`config.mk`:
```
export PLATFORM = sky130hd
export DESIGN_NAME = swm_cell
export DESIGN_NICKNAME = d
export VERILOG_FILES = /design/src/hw/rtl/swm_pkg.sv /design/src/hw/rtl/swm_cell.sv
export SDC_FILE = /design/constraint.sdc
export NUM_CORES = 1
export LEC_CHECK = 0
export ABC_AREA = 1
export BUFFER_PORTS_ARGS = -buffer_cell sky130_fd_sc_hd__buf_2
export CAP_MARGIN = 25
export CORE_UTILIZATION = 51
export CTS_BUF_LIST = sky130_fd_sc_hd__clkbuf_8
export CTS_CLUSTER_SIZE = 28
export DETAILED_ROUTE_END_ITERATION = 10
export PLACE_DENSITY = 0.93
export RECOVER_POWER = 100
export SYNTH_ARGS = -nofsm -noshare
export SYNTH_HDL_FRONTEND = slang
export SYNTH_SLANG_ARGS = --single-unit
```
`constraint.sdc`:
```
create_clock -name clk_i -period 5.48 [get_ports clk_i]
set_clock_uncertainty 0.2 [all_clocks]
set_input_delay 1.37 -clock clk_i [delete_from_list [all_inputs] [get_ports clk_i]]
set_output_delay 1.37 -clock clk_i [all_outputs]
set_load 0.01 [all_outputs]
```
`src/hw/rtl/swm_pkg.sv`:
```
// Shared types and constants for the sliding window maximum filter.
`default_nettype none

package swm_pkg;

  localparam int unsigned SAMPLE_W = 32;
  localparam int unsigned CFG_W    = 7;
  // Ages and fill counts never exceed the largest programmable window.
  localparam int unsigned AGE_W    = CFG_W;

  localparam logic [CFG_W-1:0] WIN_RESET = CFG_W'(3);

  // Contents of one queue cell.
  typedef struct packed {
    logic                       vld;
    logic signed [SAMPLE_W-1:0] val;
    logic [AGE_W-1:0]           age;
  } swm_cell_t;

  // Broadcast control from the top level to every cell.
  typedef struct packed {
    logic                       step;
    logic                       clear;
    logic                       shift;
    logic signed [SAMPLE_W-1:0] sample;
  } swm_ctrl_t;

endpackage

`default_nettype wire

```
`src/hw/rtl/swm_cell.sv`:
```
// One cell of the monotonic candidate queue.
`default_nettype none

module swm_cell import swm_pkg::*; (
  input  wire logic      clk_i,
  input  wire logic      rst_ni,
  input  wire swm_ctrl_t ctrl_i,
  input  wire swm_cell_t right_i,   // neighbor toward the back of the queue
  input  wire logic      keep_left_i,
  output swm_cell_t      state_o,
  output swm_cell_t      nxt_o,
  output logic           keep_o
);

  logic                       vld_q;
  logic signed [SAMPLE_W-1:0] val_q;
  logic [AGE_W-1:0]           age_q;
  swm_cell_t                  cur;
  swm_cell_t                  nxt;

  assign state_o = '{vld: vld_q, val: val_q, age: age_q};

  // Entry after a possible front retire and sequence clear
  always_comb begin
    cur = ctrl_i.shift ? right_i : state_o;
    if (ctrl_i.clear) begin
      cur.vld = 1'b0;
    end
  end

  // Candidate survives if it is not smaller than the new sample
  assign keep_o = cur.vld && !($signed(cur.val) < $signed(ctrl_i.sample));

  // Keep, take the new sample at the insertion point, or drop
  always_comb begin
    nxt = state_o;
    if (ctrl_i.step) begin
      if (keep_o) begin
        nxt.vld = 1'b1;
        nxt.val = cur.val;
        nxt.age = cur.age + AGE_W'(1);
      end else if (keep_left_i) begin
        nxt.vld = 1'b1;
        nxt.val = ctrl_i.sample;
        nxt.age = AGE_W'(1);
      end else begin
        nxt.vld = 1'b0;
      end
    end else if (ctrl_i.clear) begin
      nxt.vld = 1'b0;
    end
  end

  assign nxt_o = nxt;

  always_ff @(posedge clk_i or negedge rst_ni) begin
    if (!rst_ni) begin
      vld_q <= 1'b0;
    end else begin
      vld_q <= nxt.vld;
    end
  end

  always_ff @(posedge clk_i) begin
    if (ctrl_i.step) begin
      val_q <= nxt.val;
      age_q <= nxt.age;
    end
  end

endmodule

`default_nettype wire

```
==> After elaboration in Yosys (flattened, before gate mapping) <==
Cells that the tools add are included.
{ "totals": {"regBits": 40, "input_bits": 78, "out_inout_bits": 81, "elab_cells": 15} }
{ "op_classes": {"n_addsub": 1, "n_lt_le_gt_ge": 1, "muxes": 8, "n_reduce_logical": 2} }
{ "op_table": {"columns": ["op", "count"], "rows": [
  ["40-bit 2-to-1 mux", 2],
  ["39-bit 2-to-1 mux", 2],
  ["32-bit < comparator", 1],
  ["7-bit by 1-bit adder with 7-bit output (second input constant)", 1],
  ["1-bit 2-to-1 mux", 4],
  ["1-bit logical AND", 1],
  ["1-bit zero test", 1]
]} }

==> Depth between registers and ports, before layout <==
{ "logic_depth": {"word_depth": 6, "depth_mapped": 23, "mapped_depth_nobuf": 20} }

==> Least setup slack after synthesis <==
Ideal clock, no wire load.
{ "synth_timing": {"path_type": "input port to output port", "start": "in ctrl_i[32] in the netlist's numbering", "end": "out nxt_o[34] in the netlist's numbering", "arrival_time_ns": 3.610, "required_time_ns": 3.910, "slack_ns": 0.300, "stages": 18, "n_path_buf": 4, "path_cell_list": "inv_2 > buf_2 > clkbuf_1 > or2_2 > o21ai_0 > inv_1 > ha_1 > nand2_1 > nor2_1 > nand2_1 > o21bai_1 > and2_1 > nand3_2 > buf_2 > buf_6 > nand4_1 > nand3_1 > nand2_1"} }
{ "synth_rtl": {"columns": ["item", "line_no", "text"], "rows": [
  ["start, declared", "swm_cell.sv:7", "input wire swm_ctrl_t ctrl_i,"],
  ["end, declared", "swm_cell.sv:11", "output swm_cell_t nxt_o,"]
]} }

==> reports/results.txt <==
final setup TNS = -0.528 ns
Area Growth Syn to Fin = 54.0%
routability cong. = 0.844
slew margin rel. = 34.1%
vias per inst = 5.96
hold_ws = 0.426 ns
CTS clock-pin slew for the worst setup and hold paths = 0.09 ns
placed cells = 849
synthesized area = 4100 sq um
full die area = 8390 sq um
via count = 5350
Reg-to-Reg Start = val_q[5]
I/O pins = 159
layout cells sized above 1 = 46.9%
Worst Path Arrival = 3.99 ns
violated checks = setup timing
vias in the first global route = 4922
die height = 91.6 microns
final worst setup slack = -0.0751 ns
synth unique cells = 30
critical path, cell by cell = buf_8 > inv_8 > clkbuf_16 > or2_2 > o21ai_2 > inv_1 > ha_1 > nand2_1 > o21ai_1 > a21oi_1 > nand2_1 > nand2_2 > buf_6 > nand3_4 > nand3_4 > buf_12 > clkbuf_16 > nand2_1 > nand3_1 > nand2_1 > buf_2
Row Count = 32
area post-placement = 5010 sq um
Min-Delay Endpoint = vld_q
# diodes = 0
status = finished, violations left
GR Overflow Total = 0
commonest non-fill, non-tap cell in the layout = nand2_1
Max-Cap Viols = 0
slowest CP cell = ha_1
RR Endpoint = val_q[4]
Worst setup EP type = output pin
post-route ant nets = 0
CTS tree = yes
clock buffer depth = 2
r2r setup slk = 2.23 ns
hold_sp = vld_q
Clock Latency Late Sink = 0.30 ns
final WL = 15600 microns
slowest cell delay on critical path = 0.32 ns
Initial Utilization = 53.0%
Die X = 91.6 microns
clk sink count = 40
CP top delay family = simple AND/OR/NAND/NOR gates
final instance area = 6300 sq um
initial antenna violation count = 0
Critical Path RT = 3.91 ns
Hold Crit Class = register to register
DP HPWL = 8770 microns
part of the Yosys area used for sequential elements = 29.2%
IO Port Bufs = 158
WL/cell = 17.4 microns
Final Non-Filler Cells = 898
CP Max Fanout = 8
Slew @ Worst Pin = 0.989 ns
dpl ws = -0.140 ns
Syn Nets = 723
#FFs+latches synth = 40
Final nets = 905
FMAX = 180 MHz
first-pass GRT wire length = 21700 microns
CTS Buf Count = 5
gr usage total = 31.5%
Crit Path Class = primary input to output pin
Placeable Area = 7730 sq um
Bufs and invs on worst path = 8
power per cell area = 205 nW/um^2
max-slew violation count = 0
period utilization = 101%
H-tree lvl count = 2
hold-fix buffer count after cts = 0
final setup vio count = 19
DR pass1 iterations = 7
WHS Path Cells = 2
most used cell along the critical path = nand2_1
initial DRC count = 476
Pleak = 3.14 nW
synthesized instance count = 613
Worst setup SP type = primary input
most frequent cells in the layout = nand2_1 (156), buf_2 (138), inv_1 (55)
RSZ-0062 raised after global routing = yes
Filler cells = 467
yosys warns = 0
CTS Root Buffer Type = clkbuf_8
fin crit period = 5.56 ns
Synth Area per Inst = 6.68 sq um
final hold vios = 0
largest net degree at the start of global routing = 80
Remaining DRCs = 0
Worst R2R Path Depth = 20
Max VDD drop = 0.123 mV
report_power, final:
part | total, mW | internal (mW) | switching (mW)
Sequential | 0.410 | 0.376 | 0.0340
Clock | 0.217 | 0.101 | 0.116
Combinational | 0.663 | 0.301 | 0.362
flip-flops by register name, summed over array words and instances, names as in the netlist:
name	count
vld_q	1
val_q	32
age_q	7
layout make-up:
type | count | area, sq um | area share, %
clock inverter | 2 | 10.0 | 0.159
timing repair buffer | 216 | 1520 | 24.2
clock buffer | 6 | 82.6 | 1.31
sequential | 40 | 1200 | 19.0
tap | 102 | 128 | 2.02
inverter | 76 | 293 | 4.64
multi-input combinational | 456 | 3070 | 48.7
how the worst max path moves through the flow:
stage	from	to	slack (ns)	depth (start not counted)
3_3_place_gp	ctrl_i[32]	nxt_o[14]	-0.09	20
2_1_floorplan	ctrl_i[32]	nxt_o[34]	0.30	18
3_5_place_dp	ctrl_i[32]	nxt_o[11]	-0.14	19
4_1_cts	ctrl_i[32]	nxt_o[1]	-0.02	19
5_1_grt	ctrl_i[32]	nxt_o[12]	-0.22	21
6_report	ctrl_i[32]	nxt_o[12]	-0.08	21
worst min-delay path, stage by stage (launching register included):
cell and delay, ns:
dfrtp_1 0.39, nand3_1 0.10, nand2_2 0.10
per-stage QoR:
stage	utilization [%]	power (mW)
2_1_floorplan	-	0.684
3_3_place_gp	64.8	0.838
3_5_place_dp	64.8	0.855
4_1_cts	71.9	1.15
5_1_grt	81.6	1.35
6_report	81.6	1.29
logic make-up after synthesis:
family / after synthesis / synth area share, %
AO/OA/AOI/OAI: 87 / 11.0
XOR/XNOR: 5 / 1.07
adder cells (fa/ha/maj): 32 / 9.78
buffers and inverters: 117 / 11.7
flip-flops: 40 / 29.2
multiplexers: 3 / 0.733
AND/OR/NAND/NOR: 329 / 36.6
cell usage after synthesis:
| cell | instances | area share [%] |
|---|---|---|
| xor2_1 | 3 | 0.64 |
| o21ai_2 | 1 | 0.21 |
| o21ai_0 | 68 | 8.3 |
| nand2_2 | 1 | 0.15 |
| ha_1 | 32 | 9.8 |
| o21a_1 | 1 | 0.18 |
| or2_1 | 1 | 0.15 |
| dfrtp_1 | 1 | 0.61 |
| buf_6 | 2 | 0.55 |
| inv_2 | 2 | 0.18 |
| nor4_1 | 1 | 0.15 |
| nand4_1 | 40 | 6.1 |
| inv_1 | 74 | 6.8 |
| buf_4 | 2 | 0.37 |
| buf_1 | 1 | 0.092 |
| and2_1 | 2 | 0.31 |
| a21oi_1 | 14 | 1.7 |
| xnor2_1 | 2 | 0.43 |
| nand2_1 | 193 | 18 |
| nor3_1 | 2 | 0.24 |
| buf_2 | 13 | 1.6 |
| nor2_1 | 11 | 1.0 |
| clkbuf_1 | 23 | 2.1 |
| mux2i_1 | 3 | 0.73 |
| nand3_1 | 44 | 5.4 |
| or2_2 | 32 | 4.9 |
| edfxtp_1 | 39 | 29 |
| nand3_2 | 2 | 0.49 |
| o21bai_1 | 1 | 0.18 |
| a211oi_1 | 2 | 0.37 |
routing by layer:
metal / vias to the layer above / share of wire (%) / track usage [%]
li1: 2393 / - / -
met1: 2430 / 36 / 38.2
met2: 421 / 49 / 55.2
met3: 106 / 9.6 / 4.06
met4: 0 / 5.5 / 14.8
met5: - / 0 / 0
what timing repair did:
action / in CTS / in global routing
cloned: 3 / 5
buffers inserted: 12 / 22
endpoints found under the hold margin: 0 / 0
pin swaps: 18 / 43
endpoints found under the setup margin: 40 / 41
gates resized for setup: 72 / 135
Note: power is estimated with default switching activity, not from simulation.
